**config.mk**
```make
export PLATFORM = sky130hd
export DESIGN_NAME = dsm_ram
export DESIGN_NICKNAME = d
export VERILOG_FILES = /design/src/rtl/assert_macros.svh /design/src/rtl/dsm_ram.sv
export SDC_FILE = /design/constraint.sdc
export NUM_CORES = 1
export LEC_CHECK = 0
export BUFFER_PORTS_ARGS = -buffer_cell sky130_fd_sc_hd__buf_2
export CORE_MARGIN = 5
export CORE_UTILIZATION = 53
export DETAILED_ROUTE_END_ITERATION = 6
export GPL_ROUTABILITY_DRIVEN = 1
export PLACE_DENSITY = 0.7
export SLEW_MARGIN = 20
export SYNTH_ARGS = -nofsm -noshare
export SYNTH_HDL_FRONTEND = slang
export SYNTH_SLANG_ARGS = --single-unit
```
**constraint.sdc**
```tcl
create_clock -name clk_i -period 4 [get_ports clk_i]
set_clock_uncertainty 0.15 [all_clocks]
set_input_delay 0.6 -clock clk_i [delete_from_list [all_inputs] [get_ports clk_i]]
set_output_delay 0.6 -clock clk_i [all_outputs]
set_load 0.005 [all_outputs]
```
**src/rtl/assert_macros.svh**
```systemverilog
// assertion helpers shared by the rtl
`ifndef ASSERT_MACROS_SVH
`define ASSERT_MACROS_SVH

// same-cycle implication, off during reset
`define ASSERT_IMP(label, pre, post) \
  label: assert property (@(posedge clk_i) disable iff (!rst_ni) (pre) |-> (post)) \
    else $error("assertion failed");

// next-cycle implication, off during reset
`define ASSERT_NXT(label, pre, post) \
  label: assert property (@(posedge clk_i) disable iff (!rst_ni) (pre) |=> (post)) \
    else $error("assertion failed");

`endif

```
**src/rtl/dsm_ram.sv**
```systemverilog
module dsm_ram #(
  parameter int Width = 8,
  parameter int Depth = 16
) (
  input  logic                     clk_i,
  input  logic                     we_i,
  input  logic [$clog2(Depth)-1:0] addr_i,
  input  logic [Width-1:0]         wdata_i,
  output logic [Width-1:0]         rdata_o
);

  logic [Width-1:0] mem_q [Depth];
  logic [Width-1:0] rdata_q;

  always_ff @(posedge clk_i) begin
    if (we_i) begin
      mem_q[addr_i] <= wdata_i;
    end
    rdata_q <= mem_q[addr_i];
  end

  assign rdata_o = rdata_q;

endmodule

```
==> results.txt <==
outcome: finished, final reports clean
Synth Warn #: 0
vias in the first global route: 2511
DR pass1 iterations: 4
buffer count from post-CTS setup fixing: 0
hold_buf cts: 0
CP startpoint: addr_i[0]
fin crit share: 0.591
clk root buf: clkbuf_8
vias per inst: 5.78
reg2reg path depth: 3
Die H: 108 um
Sequential Power Share: 0.495
leakage power: 0.00191 uW
worst r2r dst: rdata_o[5]
number of synthesized flops with an enable pin: 128
Max H-tree Level: 4
Avg Inst Size Synth: 22.0 um^2
Async SR Flop Fraction: 0
Worst Tran Pin Value: 0.944 ns
leading post-synthesis cells by cell area: edfxtp_1, mux4_2, dfxtp_1, a22oi_1, nor2_1
Layout Nets: 279
routed vias: 2353
CTS tree: built
Hold Startpoint: wdata_i[2]
RD Place Congestion: 0.709
clk_lat worst skew: 0.51 ns
Slew Limit Fails: 0
post-route cell area: 5890 um^2
post-DP HPWL: 5670 um
largest net degree at the start of global routing: 40
Area Growth Syn to Fin: 16.3%
Placed Area: 5320 um^2
Total GRT Usage: 0.187
Syn Nets: 244
Pint: 2590 uW
FP Rows: 35
most frequent cells after synthesis: edfxtp_1, mux4_2, a22oi_1
routed len/inst: 23.7 um
CP peak stage delay: 0.78 ns
FMAX: 0.423 GHz
Netlist cell types: 18
peak supply drop: 0.284 mV
total core area: 9280 um^2
GRT overflow: 0
Crit. End Element: register
diodes inserted: 0
Max Cap Viol: 0
first-pass GRT wire length: 15100 um
die area: 11600 um^2
initial antenna violation count: 1
critical path peak fanout: 31
register-to-register setup slack: 2.48 ns
Inserted Clock Buffers: 17
Die X: 108 um
# clock sinks: 136
IO buf count: 21
dominant cell type by area after synthesis: edfxtp_1
Top FF cell, synth: edfxtp_1
post-synthesis cell count: 230
# fillers: 644
fin util: 0.635
Synth Cell Area: 5070 um^2
top-count cell post-synth: edfxtp_1
min-delay worst type: in2reg
final number of hold-violating endpoints: 0
Pwr Density: 549 nW/um^2
Worst EP required: 3.98 ns
Ports: 22
post-layout min period: 2.36 ns
combinational group share of total power: 0.043
hold depth: 1
share of cells above drive strength 1: 0.317
WHS Endpoint: mem_q[13][2]
Routed Antenna Nets: 0
Critical Path AT: 2.35 ns
clock slew at reported path FFs: 0.06 ns
post-cts resize count: 0
crit path cell chain: buf_2 -> nand2b_1 -> nor2_1
multi-input logic area: 1000 um^2
top-area cell type share of the netlist area: 0.759
routed wire length: 9660 um
Register Area: 4000 um^2
final routed DRC violation total: 0
reg2reg start: mem_q[15][5]
Finish-stage setup viols: 0
Synth Register Bits: 136
RSZ-0062 raised after global routing: false
Initial Util: 0.546
headroom to the max-slew limit: 0.368
Power Total: 3240 uW
maximum clock path buffer count: 2
Startpoint Class: input port
kind of critical path: in2reg
total negative slack: 0 ns
Slowest cell on crit path: nor2_1
switching part of the total: 0.200
Seq/Total Area, Yosys: 0.790
clock group share of total power: 0.462
initial DRC count: 210
P_sw: 648 uW
[kinds of logic after synthesis]
family          count (synthesis)  share of synthesized area
compound gates                 16                     0.0237
simple gates                   35                     0.0321
flops                         136                      0.790
mux                            32                      0.142
buf+inv                        11                     0.0119
[layer usage]
metal / share of wire / vias to the layer above / global-route usage
li1: - / 1033 / -
met1: 0.43 / 1203 / 0.253
met2: 0.48 / 101 / 0.285
met3: 0.070 / 14 / 0.0504
met4: 0.016 / 2 / 0.0848
met5: 0.0012 / - / 0
[power groups by stage]
stage               Clock, uW  Combinational, uW  Sequential [uW]
floorplan                   0               82.1             1630
global placement            0                137             1630
detailed placement          0                139             1630
CTS                      1520                140             1600
global route             1590                151             1610
finish                   1500                138             1600
[layout make-up]
type / instances / share of cell area
flip-flops and latches: 136 / 0.679
well taps: 129 / 0.0274
repair buffers: 27 / 0.0255
clock inverters: 14 / 0.0267
clock buffers: 18 / 0.0709
multi-input cells: 83 / 0.170
[how the worst max path moves through the flow]
| stage | to | cells after the start |
|---|---|---|
| after floorplan | mem_q[0][0] | 2 |
| after global placement | rdata_o[7] | 5 |
| after detailed placement | mem_q[9][0] | 3 |
| after CTS | mem_q[9][3] | 3 |
| after global routing | mem_q[13][0] | 3 |
| final | mem_q[9][0] | 3 |
[state kept, by name, indices dropped and copies added, names as in the netlist]
signal and cells:
mem_q 128, rdata_o 8
[layout by cell type (no fill, tap or decap)]
cell type and n:
edfxtp_1 128, mux4_2 32, buf_2 21, a22oi_1 16, clkbuf_16 16, nor2_1 13
nand2_1 9, dfxtp_1 8, buf_4 6, clkinvlp_4 5, nor3_1 4, clkinv_1 3
bufinv_16 3, nor2b_1 2, nand3b_1 2, nand2b_1 2, clkinv_2 2, and2_1 1
nand3_1 1, or3b_2 1, clkbuf_8 1, clkinv_4 1, clkbuf_1 1
[worst max-delay path, delay by kind of cell]
family | cells | cell delay (ns)
buf+inv | 1 | 0.71
simple gates | 2 | 1.02
[through the flow]
stage	worst slack [ns]	instances	hold WS, ns
after floorplan	1.76	230	0.485
after global placement	1.12	375	0.505
after detailed placement	1.09	375	0.512
after CTS	1.62	407	0.288
after global routing	1.42	407	0.311
final	1.64	407	0.310
Note: power is estimated with default switching activity, not from simulation.
