**config.mk**
```make
export PLATFORM = sky130hd
export DESIGN_NAME = dsm_alu
export DESIGN_NICKNAME = d
export VERILOG_FILES = /design/src/rtl/assert_macros.svh /design/src/rtl/dsm_pkg.sv /design/src/rtl/dsm_alu.sv
export SDC_FILE = /design/constraint.sdc
export NUM_CORES = 1
export LEC_CHECK = 0
export BUFFER_PORTS_ARGS = -buffer_cell sky130_fd_sc_hd__clkbuf_2
export CORE_ASPECT_RATIO = 1.1
export CORE_MARGIN = 4
export CORE_UTILIZATION = 30
export DETAILED_ROUTE_END_ITERATION = 6
export GPL_ROUTABILITY_DRIVEN = 0
export PLACE_DENSITY_LB_ADDON = 0.08
export SYNTH_ARGS = -nofsm -noshare
export SYNTH_HDL_FRONTEND = slang
export SYNTH_SLANG_ARGS = --single-unit
```
**constraint.sdc**
```tcl
create_clock -name vclk -period 7.5
set_clock_uncertainty 0.15 [all_clocks]
set_input_delay 1.5 -clock vclk [all_inputs]
set_output_delay 1.5 -clock vclk [all_outputs]
set_load 0.1 [all_outputs]
```
**src/rtl/assert_macros.svh**
```systemverilog
// assertion helpers shared by the rtl
`ifndef ASSERT_MACROS_SVH
`define ASSERT_MACROS_SVH

// same-cycle implication, off during reset
`define ASSERT_IMP(label, pre, post) \
  label: assert property (@(posedge clk_i) disable iff (!rst_ni) (pre) |-> (post)) \
    else $error("assertion failed");

// next-cycle implication, off during reset
`define ASSERT_NXT(label, pre, post) \
  label: assert property (@(posedge clk_i) disable iff (!rst_ni) (pre) |=> (post)) \
    else $error("assertion failed");

`endif

```
**src/rtl/dsm_pkg.sv**
```systemverilog
package dsm_pkg;

  localparam int DefMaxElements = 1024;

  localparam int IdxW = 10;
  localparam int TotW = 20;
  localparam int MemW = 11;
  localparam int SumW = 19;
  localparam int CntW = 10;

  localparam logic [1:0] CmdMove  = 2'd0;
  localparam logic [1:0] CmdMerge = 2'd1;
  localparam logic [1:0] CmdSame  = 2'd2;
  localparam logic [1:0] CmdQuery = 2'd3;

  localparam logic [1:0] StOk    = 2'd0;
  localparam logic [1:0] StSame  = 2'd1;
  localparam logic [1:0] StRange = 2'd2;

  typedef struct packed {
    logic [TotW-1:0] x;
    logic [TotW-1:0] y;
    logic            sub;
  } alu_req_t;

endpackage

```
**src/rtl/dsm_alu.sv**
```systemverilog
module dsm_alu (
  input  dsm_pkg::alu_req_t          req_i,
  output logic [dsm_pkg::TotW-1:0]   res_o
);

  // shared add/subtract for group sums and sizes
  assign res_o = req_i.sub ? (req_i.x - req_i.y) : (req_i.x + req_i.y);

endmodule

```
==> results of run 1 <==
-- final timing paths --
path / start / to / slack [ns]
worst max-delay path: req_i[1] / res_o[19] / 1.18
worst min-delay path: req_i[21] / res_o[0] / 3.46
-- layout by cell type (no fill, tap or decap), types with 3 or more instances in the layout --
cell	netlist	layout
sky130_fd_sc_hd__a211oi_1	4	4
sky130_fd_sc_hd__a21o_1	8	8
sky130_fd_sc_hd__nor2_1	17	17
sky130_fd_sc_hd__a21oi_1	22	22
sky130_fd_sc_hd__nand2_1	3	3
sky130_fd_sc_hd__ha_1	20	20
sky130_fd_sc_hd__nor3_1	7	7
sky130_fd_sc_hd__clkbuf_2	0	61
sky130_fd_sc_hd__inv_1	16	16
sky130_fd_sc_hd__nand3_1	4	4
sky130_fd_sc_hd__xor2_1	6	6
sky130_fd_sc_hd__a31oi_1	6	6
sky130_fd_sc_hd__xnor2_1	30	30
-- final cells by class --
cell class	count	area, um^2
repair buffers	61	305
inverters	17	63.8
multi-input cells	164	1310
fillers	489	2630
well taps	54	67.6
-- cell usage after synthesis, types with 2 or more instances --
cell	instances	share of area [%]
sky130_fd_sc_hd__a21oi_1	22	8.0
sky130_fd_sc_hd__ha_1	20	18
sky130_fd_sc_hd__a311oi_2	2	2.2
sky130_fd_sc_hd__xor2_1	6	3.8
sky130_fd_sc_hd__nand3_1	4	1.4
sky130_fd_sc_hd__nor2_1	17	4.6
sky130_fd_sc_hd__a211oi_1	4	2.2
sky130_fd_sc_hd__nor3_1	7	2.5
sky130_fd_sc_hd__o221ai_1	2	1.3
sky130_fd_sc_hd__o21ai_0	2	0.72
sky130_fd_sc_hd__a21o_1	8	4.3
sky130_fd_sc_hd__inv_1	16	4.3
sky130_fd_sc_hd__nand2_1	3	0.81
sky130_fd_sc_hd__a31oi_1	6	2.7
sky130_fd_sc_hd__xnor2_1	30	19
-- power by group through the flow --
stage	combinational (uW)	clock, uW	sequential (uW)
after floorplan	399	0	0
after global placement	472	0	0
after detailed placement	470	0	0
after CTS	471	0	0
after global routing	492	0	0
final	468	0	0
-- cell families after synthesis --
| group | share of synthesized area [%] |
|---|---|
| simple gates | 18.6 |
| mux | 0.724 |
| buf+inv | 5.16 |
| compound gates | 31.9 |
| xor+xnor | 24.0 |
| fa+ha+maj | 19.5 |
-- through the flow --
step | cells | worst slack (ns) | hold WS (ns) | utilization [%]
after global routing | 296 | 0.906 | 3.51 | 39.9
final | 296 | 1.18 | 3.46 | 39.9
after floorplan | 183 | 0.663 | 3.31 | -
after detailed placement | 296 | 1.18 | 3.47 | 39.9
after CTS | 296 | 1.16 | 3.47 | 39.9
after global placement | 296 | 1.21 | 3.47 | 39.9
-- routing by layer --
| metal | vias to the layer above | wire length, um | part of all wire [%] |
|---|---|---|---|
| li1 | 792 | - | - |
| met1 | 653 | 1690 | 45 |
| met2 | 50 | 1800 | 48 |
| met3 | 0 | 228 | 6.1 |
| met4 | 0 | 0 | 0 |
| met5 | - | 0 | 0 |
==> results.py, run 1 <==
metrics = {
    "routing": {
        "number_of_vias_after_detailed_routing": 1495,
        "wl_per_cell_um": 12.6,
        "detail_route.iter0.violations": 30,
        "drt_pass1_iterations": 4,
        "routed_wl_mm": 3.72,
        "vias_per_cell": 5.05,
        "remaining_drc_errors": 0,
        "drt.antenna.violating_nets": 0,
    },
    "power": {
        "cellInternalPower_uw": 102,
        "netSwitchingPower_uw": 367,
        "netSwitchingFraction_pct": 78.3,
        "power_frac_clock_pct": 0,
        "vdd_drop_max_v": 0.000156,
        "finalPower_uw": 468,
        "power_per_cell_area_nw_per_um2": 268,
        "p_comb_share_pct": 100.0,
        "p_leak_uw": 0.000852,
        "seq_power_share_pct": 0,
    },
    "timing": {
        "maxSlewViolCount": 0,
        "setup_tns_ns": 0,
        "max_freq_mhz": 158,
        "timing.final.crit_period_ns": 6.32,
        "final-setup-viol-count": 0,
        "timing.final.hold_violations": 0,
        "tightest_slew_ns": 0.653,
        "setup_repair_after_global_routing_missed_its_margin": "false",
        "post-route-period-util_pct": 84.2,
        "worst_slew_margin_rel_pct": 56.1,
    },
    "yosys": {
        "post_synth_inst_count": 183,
        "syn_area_per_cell_um2": 7.56,
        "seq_area_frac_synth_pct": 0,
        "synth_fp_nets": 245,
        "post_synth_instance_area_um2": 1380,
        "yosys_warnings": 0,
        "synth.lib_cells_used.distinct": 49,
    },
    "clocking": {
        "post-cts-setup-buffer-count": 0,
        "postCtsResizedCells": 0,
        "ctsHoldBuffers": 0,
    },
    "setup_path": {
        "worst_path_max_delay_cell": "sky130_fd_sc_hd__clkbuf_2",
        "arrival_ns": 4.67,
        "buffer_and_inverter_count_on_the_worst_path": 3,
        "critical_path.cell_chain": "clkbuf_2 > inv_1 > ha_1 > nor3b_1 > and2_1 > and4b_1 > a21oi_1 > xnor2_1 > ha_1 > a21o_1 > a21oi_1 > and2b_2 > a311oi_2 > xnor2_1 > clkbuf_2",
        "critPathMaxStageDelay_ns": 0.47,
        "critical_path_cell_count": 15,
        "timing.critical_path.to_type": "output port",
        "worstSetupStartpointType": "input pin",
        "crit_family": "simple AND/OR/NAND/NOR gates",
        "criticalPathCategory": "input pin to output port",
        "critical_path_required_ns": 5.85,
        "path_max_fanout": 5,
    },
    "cells_and_area": {
        "seqCellArea_um2": 0,
        "flow.area_growth_from_synthesis_pct": 26.4,
        "seq_cells": 0,
        "nets": 306,
        "num-clock-buffers": 0,
        "diodes": 0,
        "design_area_um2": 1750,
        "fraction_of_layout_cells_with_a_size_suffix_above_1_pct": 31.8,
    },
    "placed_design": {
        "placement.cell_area_um2": 1750,
        "placement.io_buffers": 61,
        "dp_hpwl_mm": 3.38,
    },
    "floorplanning": {
        "io-pin-count": 61,
        "design.core.area_um2": 4380,
        "height_of_the_chip_um": 79.2,
        "rows": 25,
        "initial_core_util_pct": 31.6,
        "die-area_um2": 5760,
        "fp.dieW_um": 72.7,
    },
    "grt": {
        "grt_max_degree": 20,
        "use_met2_pct": 20.5,
        "global_route.usage.met1_pct": 18.0,
        "grt_busiest_layer": "met2",
        "grt.overflow.total": 0,
        "grt_pass1_wl_mm": 5.97,
        "global_route.usage.total_pct": 12.2,
        "grt_pass1_vias": 1360,
        "met3_resource_use_gr_pct": 1.01,
        "grt_antenna_before_repair": 0,
    },
    "min_path": {
        "min_delay_path_depth": 5,
        "worstHoldPathType": "input pin to output port",
    },
    "status": {
        "outcome": "complete, no violations",
    },
    "job": {
        "drv.max_cap_violation_count": 0,
    },
}
(Power assumes the default switching activity.)
==> run 2: changes to the inputs <==
==> constraint.sdc (replaced) <==
create_clock -name vclk -period 6
set_clock_uncertainty 0.15 [all_clocks]
set_input_delay 1.2 -clock vclk [all_inputs]
set_output_delay 1.2 -clock vclk [all_outputs]
set_load 0.1 [all_outputs]
==> run 2 against run 1 <==
Utilization grew 1.8 points. Cell area grew 4.6%. Flip-flop and latch count is the same. Final cell count grew 0.34%. Worst setup slack lost 0.75 ns. Critical path depth shrank 1. Critical path type unchanged. Largest power group unchanged.
==> results.py, run 2 (synthesis gave the netlist of run 1 again) <==
metrics = {
    "floorplanning": {
        "rows": 25,
        "die-area_um2": 5760,
        "height_of_the_chip_um": 79.2,
        "initial_core_util_pct": 31.6,
        "io-pin-count": 61,
        "design.core.area_um2": 4380,
        "fp.dieW_um": 72.7,
    },
    "setup_path": {
        "critPathMaxStageDelay_ns": 0.47,
        "timing.critical_path.to_type": "output port",
        "worstSetupStartpointType": "input pin",
        "worst_path_max_delay_cell": "sky130_fd_sc_hd__clkbuf_2",
        "criticalPathCategory": "input pin to output port",
        "buffer_and_inverter_count_on_the_worst_path": 4,
        "path_max_fanout": 7,
        "critical_path_required_ns": 4.65,
        "arrival_ns": 4.21,
        "critical_path.cell_chain": "clkbuf_2 > inv_1 > ha_1 > nor3b_1 > and2_1 > nor2_1 > xnor2_1 > ha_1 > inv_2 > o31a_1 > a31o_2 > o21ai_4 > xor2_1 > clkbuf_2",
        "crit_family": "compound AO/OA/AOI/OAI gates",
    },
    "cells_and_area": {
        "seq_cells": 0,
        "layout.cells.most_common": "sky130_fd_sc_hd__clkbuf_2",
        "num-clock-buffers": 0,
        "seqCellArea_um2": 0,
        "stdcell_count": 297,
        "flow.area_growth_from_synthesis_pct": 32.2,
        "nets": 307,
        "layout.cells.most_common_list": "58 x sky130_fd_sc_hd__clkbuf_2, 24 x sky130_fd_sc_hd__xnor2_1, 22 x sky130_fd_sc_hd__a21oi_1",
        "diodes": 0,
        "fraction_of_layout_cells_with_a_size_suffix_above_1_pct": 35.0,
    },
    "timing": {
        "post-route-period-util_pct": 92.7,
        "setup_tns_ns": 0,
        "setup_repair_after_global_routing_missed_its_margin": "false",
        "timing.final.hold_violations": 0,
        "maxSlewViolCount": 0,
        "max_freq_mhz": 180,
        "final-setup-viol-count": 0,
        "timing.final.ws_setup_ns": 0.438,
        "tightest_slew_ns": 0.564,
        "worst_slew_margin_rel_pct": 62.1,
        "timing.final.crit_period_ns": 5.56,
    },
    "routing": {
        "vias_per_cell": 4.97,
        "remaining_drc_errors": 0,
        "wl_per_cell_um": 12.5,
        "detail_route.iter0.violations": 36,
        "drt.antenna.violating_nets": 0,
        "number_of_vias_after_detailed_routing": 1477,
        "routed_wl_mm": 3.72,
        "drt_pass1_iterations": 2,
    },
    "grt": {
        "grt_max_degree": 20,
        "grt_pass1_wl_mm": 6.28,
        "grt_pass1_vias": 1445,
        "grt.overflow.total": 0,
        "global_route.usage.total_pct": 13.0,
        "grt_antenna_before_repair": 0,
    },
    "placed_design": {
        "dpl_worst_slack_ns": 0.414,
        "dp_hpwl_mm": 3.38,
        "placement.io_buffers": 61,
        "dp_cells": 297,
    },
    "power": {
        "power_per_cell_area_nw_per_um2": 335,
        "vdd_drop_max_v": 0.000197,
        "p_leak_uw": 0.000899,
        "finalPower_uw": 612,
    },
    "clocking": {
        "post-cts-setup-buffer-count": 0,
        "ctsHoldBuffers": 0,
        "postCtsResizedCells": 0,
    },
    "min_path": {
        "worstHoldPathType": "input pin to output port",
    },
    "status": {
        "outcome": "complete, no violations",
    },
    "job": {
        "drv.max_cap_violation_count": 0,
    },
}
run 2: area by class of cell:
class,instances,area [um^2]
repair buffers,62,333
multi-input cells,164,1360
well taps,54,67.6
fillers,493,2550
inverters,17,63.8
run 2: per-layer routing:
metal / global-route usage (%) / vias up / share of wire (%)
li1: - / 792 / -
met1: 19.0 / 645 / 50
met2: 21.8 / 38 / 44
met3: 0.633 / 2 / 5.1
met4: 0.554 / 0 / 0.62
met5: 0 / - / 0
run 2: metrics by stage:
step                      utilization, %  hold slack [ns]  area [um^2]
after global routing                41.7             2.86         1830
final                               41.7             2.84         1830
after detailed placement            41.7             2.85         1830
after floorplan                        -             2.71         1440
after CTS                           41.7             2.85         1830
after global placement              41.7             2.84         1830
run 2: final timing paths:
path,start,end,cells after the start
max,req_i[1],res_o[15],14
min,req_i[39],res_o[19],5
run 2: where the power goes:
group          total [uW]  internal [uW]  switching, uW
Sequential              0              0              0
Combinational         612            147            465
Clock                   0              0              0
==> run 3: changes to the inputs <==
==> constraint.sdc (replaced) <==
create_clock -name vclk -period 7.1
set_clock_uncertainty 0.15 [all_clocks]
set_input_delay 1.42 -clock vclk [all_inputs]
set_output_delay 1.42 -clock vclk [all_outputs]
set_load 0.1 [all_outputs]
==> run 3 against run 2 <==
Flip-flop and latch count did not move. Worst setup slack improved by 0.52 ns. Wire length rose by 0.97%. Combinational power fell by 19%. Via count fell by 1.4%. Final cell count fell by 0.34%. Global-route usage fell by 0.59 points. Critical path depth rose by 1. Utilization fell by 1.8 points. Largest cell class unchanged. Largest power group unchanged.
==> results.py, run 3 (synthesis gave the netlist of run 1 again) <==
metrics = {
    "cells_and_area": {
        "fraction_of_layout_cells_with_a_size_suffix_above_1_pct": 31.8,
        "seq_cells": 0,
        "diodes": 0,
        "seqCellArea_um2": 0,
        "num-clock-buffers": 0,
        "flow.area_growth_from_synthesis_pct": 26.4,
        "multi_input_gate_area_um2": 1310,
        "layout.cells.most_common": "sky130_fd_sc_hd__clkbuf_2",
        "fillCellCount": 483,
        "design_area_um2": 1750,
        "nets": 306,
        "stdcell_count": 296,
        "layout.cells.most_common_list": "61 x sky130_fd_sc_hd__clkbuf_2, 30 x sky130_fd_sc_hd__xnor2_1, 22 x sky130_fd_sc_hd__a21oi_1",
    },
    "routing": {
        "routed_wl_mm": 3.76,
        "number_of_vias_after_detailed_routing": 1457,
        "remaining_drc_errors": 0,
        "vias_per_cell": 4.92,
        "wl_per_cell_um": 12.7,
        "drt_pass1_iterations": 4,
        "detail_route.iter0.violations": 37,
        "drt.antenna.violating_nets": 0,
    },
    "timing": {
        "max_freq_mhz": 163,
        "final-setup-viol-count": 0,
        "maxSlewViolCount": 0,
        "timing.final.crit_period_ns": 6.14,
        "tightest_slew_ns": 0.662,
        "finalHoldWorstSlack_ns": 3.30,
        "post-route-period-util_pct": 86.5,
        "setup_repair_after_global_routing_missed_its_margin": "false",
        "setup_tns_ns": 0,
        "timing.final.hold_violations": 0,
        "worst_slew_margin_rel_pct": 55.5,
    },
    "power": {
        "p_leak_uw": 0.000852,
        "power_per_cell_area_nw_per_um2": 283,
        "vdd_drop_max_v": 0.000158,
    },
    "setup_path": {
        "timing.critical_path.to": "res_o[19]",
        "critical_path_required_ns": 5.53,
        "arrival_ns": 4.57,
        "worst_setup_path_startpoint": "req_i[1]",
        "path_max_fanout": 5,
        "criticalPathCategory": "input pin to output port",
        "timing.critical_path.to_type": "output port",
        "worstSetupStartpointType": "input pin",
    },
    "grt": {
        "grt_pass1_vias": 1372,
        "global_route.usage.total_pct": 12.4,
        "grt_max_degree": 20,
        "grt_antenna_before_repair": 0,
        "grt_pass1_wl_mm": 6.03,
        "grt.overflow.total": 0,
    },
    "floorplanning": {
        "initial_core_util_pct": 31.6,
        "io-pin-count": 61,
        "design.core.area_um2": 4380,
        "fp.dieW_um": 72.7,
        "rows": 25,
        "die-area_um2": 5760,
        "height_of_the_chip_um": 79.2,
    },
    "placed_design": {
        "placement.cell_area_um2": 1750,
        "dp_hpwl_mm": 3.41,
        "dp_cells": 296,
        "placement.io_buffers": 61,
    },
    "status": {
        "outcome": "complete, no violations",
    },
    "job": {
        "drv.max_cap_violation_count": 0,
    },
    "min_path": {
        "min_delay_path_depth": 5,
        "worstHoldPathType": "input pin to output port",
    },
    "clocking": {
        "post-cts-setup-buffer-count": 0,
        "ctsHoldBuffers": 0,
        "postCtsResizedCells": 0,
    },
}
-- run 3: cell types whose count changed in the layout (fill, tap and decap cells not counted), sizes merged --
cell    previous run  this run
buf                4         0
clkbuf            58        61
-- run 3: cell type report --
cell class	instances	area share [%]
timing repair buffer	61	17.5
tap	54	3.87
multi-input combinational	164	75.0
inverter	17	3.65
-- run 3: routing by layer --
| metal | global-route usage (%) | wire (um) | vias up |
|---|---|---|---|
| li1 | - | - | 796 |
| met1 | 18.3 | 1770 | 627 |
| met2 | 20.7 | 1820 | 34 |
| met3 | 0.759 | 177 | 0 |
| met4 | 0 | 0 | 0 |
| met5 | 0 | 0 | - |
-- run 3: how the worst min path moves through the flow --
stage          startpoint  endpoint  slack, ns
3_3_place_gp    req_i[21]  res_o[0]       3.31
4_1_cts         req_i[21]  res_o[0]       3.31
2_1_floorplan    req_i[1]  res_o[0]       3.15
3_5_place_dp    req_i[21]  res_o[0]       3.31
6_report        req_i[21]  res_o[0]       3.30
5_1_grt         req_i[21]  res_o[0]       3.36
-- run 3: critical path, stage by stage --
cell and delay (ns):
sky130_fd_sc_hd__clkbuf_2 0.12, sky130_fd_sc_hd__inv_1 0.06, sky130_fd_sc_hd__ha_1 0.16, sky130_fd_sc_hd__nor3b_1 0.29, sky130_fd_sc_hd__and2_1 0.24, sky130_fd_sc_hd__and4b_1 0.26
sky130_fd_sc_hd__a21oi_1 0.09, sky130_fd_sc_hd__xnor2_1 0.14, sky130_fd_sc_hd__ha_1 0.34, sky130_fd_sc_hd__a21o_1 0.19, sky130_fd_sc_hd__a21oi_1 0.13, sky130_fd_sc_hd__and2b_2 0.23
sky130_fd_sc_hd__a311oi_2 0.28, sky130_fd_sc_hd__xnor2_1 0.15, sky130_fd_sc_hd__clkbuf_2 0.47
-- run 3: metrics by stage --
step | setup slack [ns] | utilization [%] | power (uW)
floorplan | 0.423 | - | 422
global placement | 0.975 | 39.9 | 499
detailed placement | 0.946 | 39.9 | 497
CTS | 0.924 | 39.9 | 498
global route | 0.633 | 39.9 | 520
finish | 0.957 | 39.9 | 495
-- run 3: where the power goes --
| group | internal, uW | total [uW] | switching (uW) | leakage [uW] |
|---|---|---|---|---|
| Clock | 0 | 0 | 0 | 0 |
| Sequential | 0 | 0 | 0 | 0 |
| Combinational | 108 | 495 | 387 | 0.000852 |
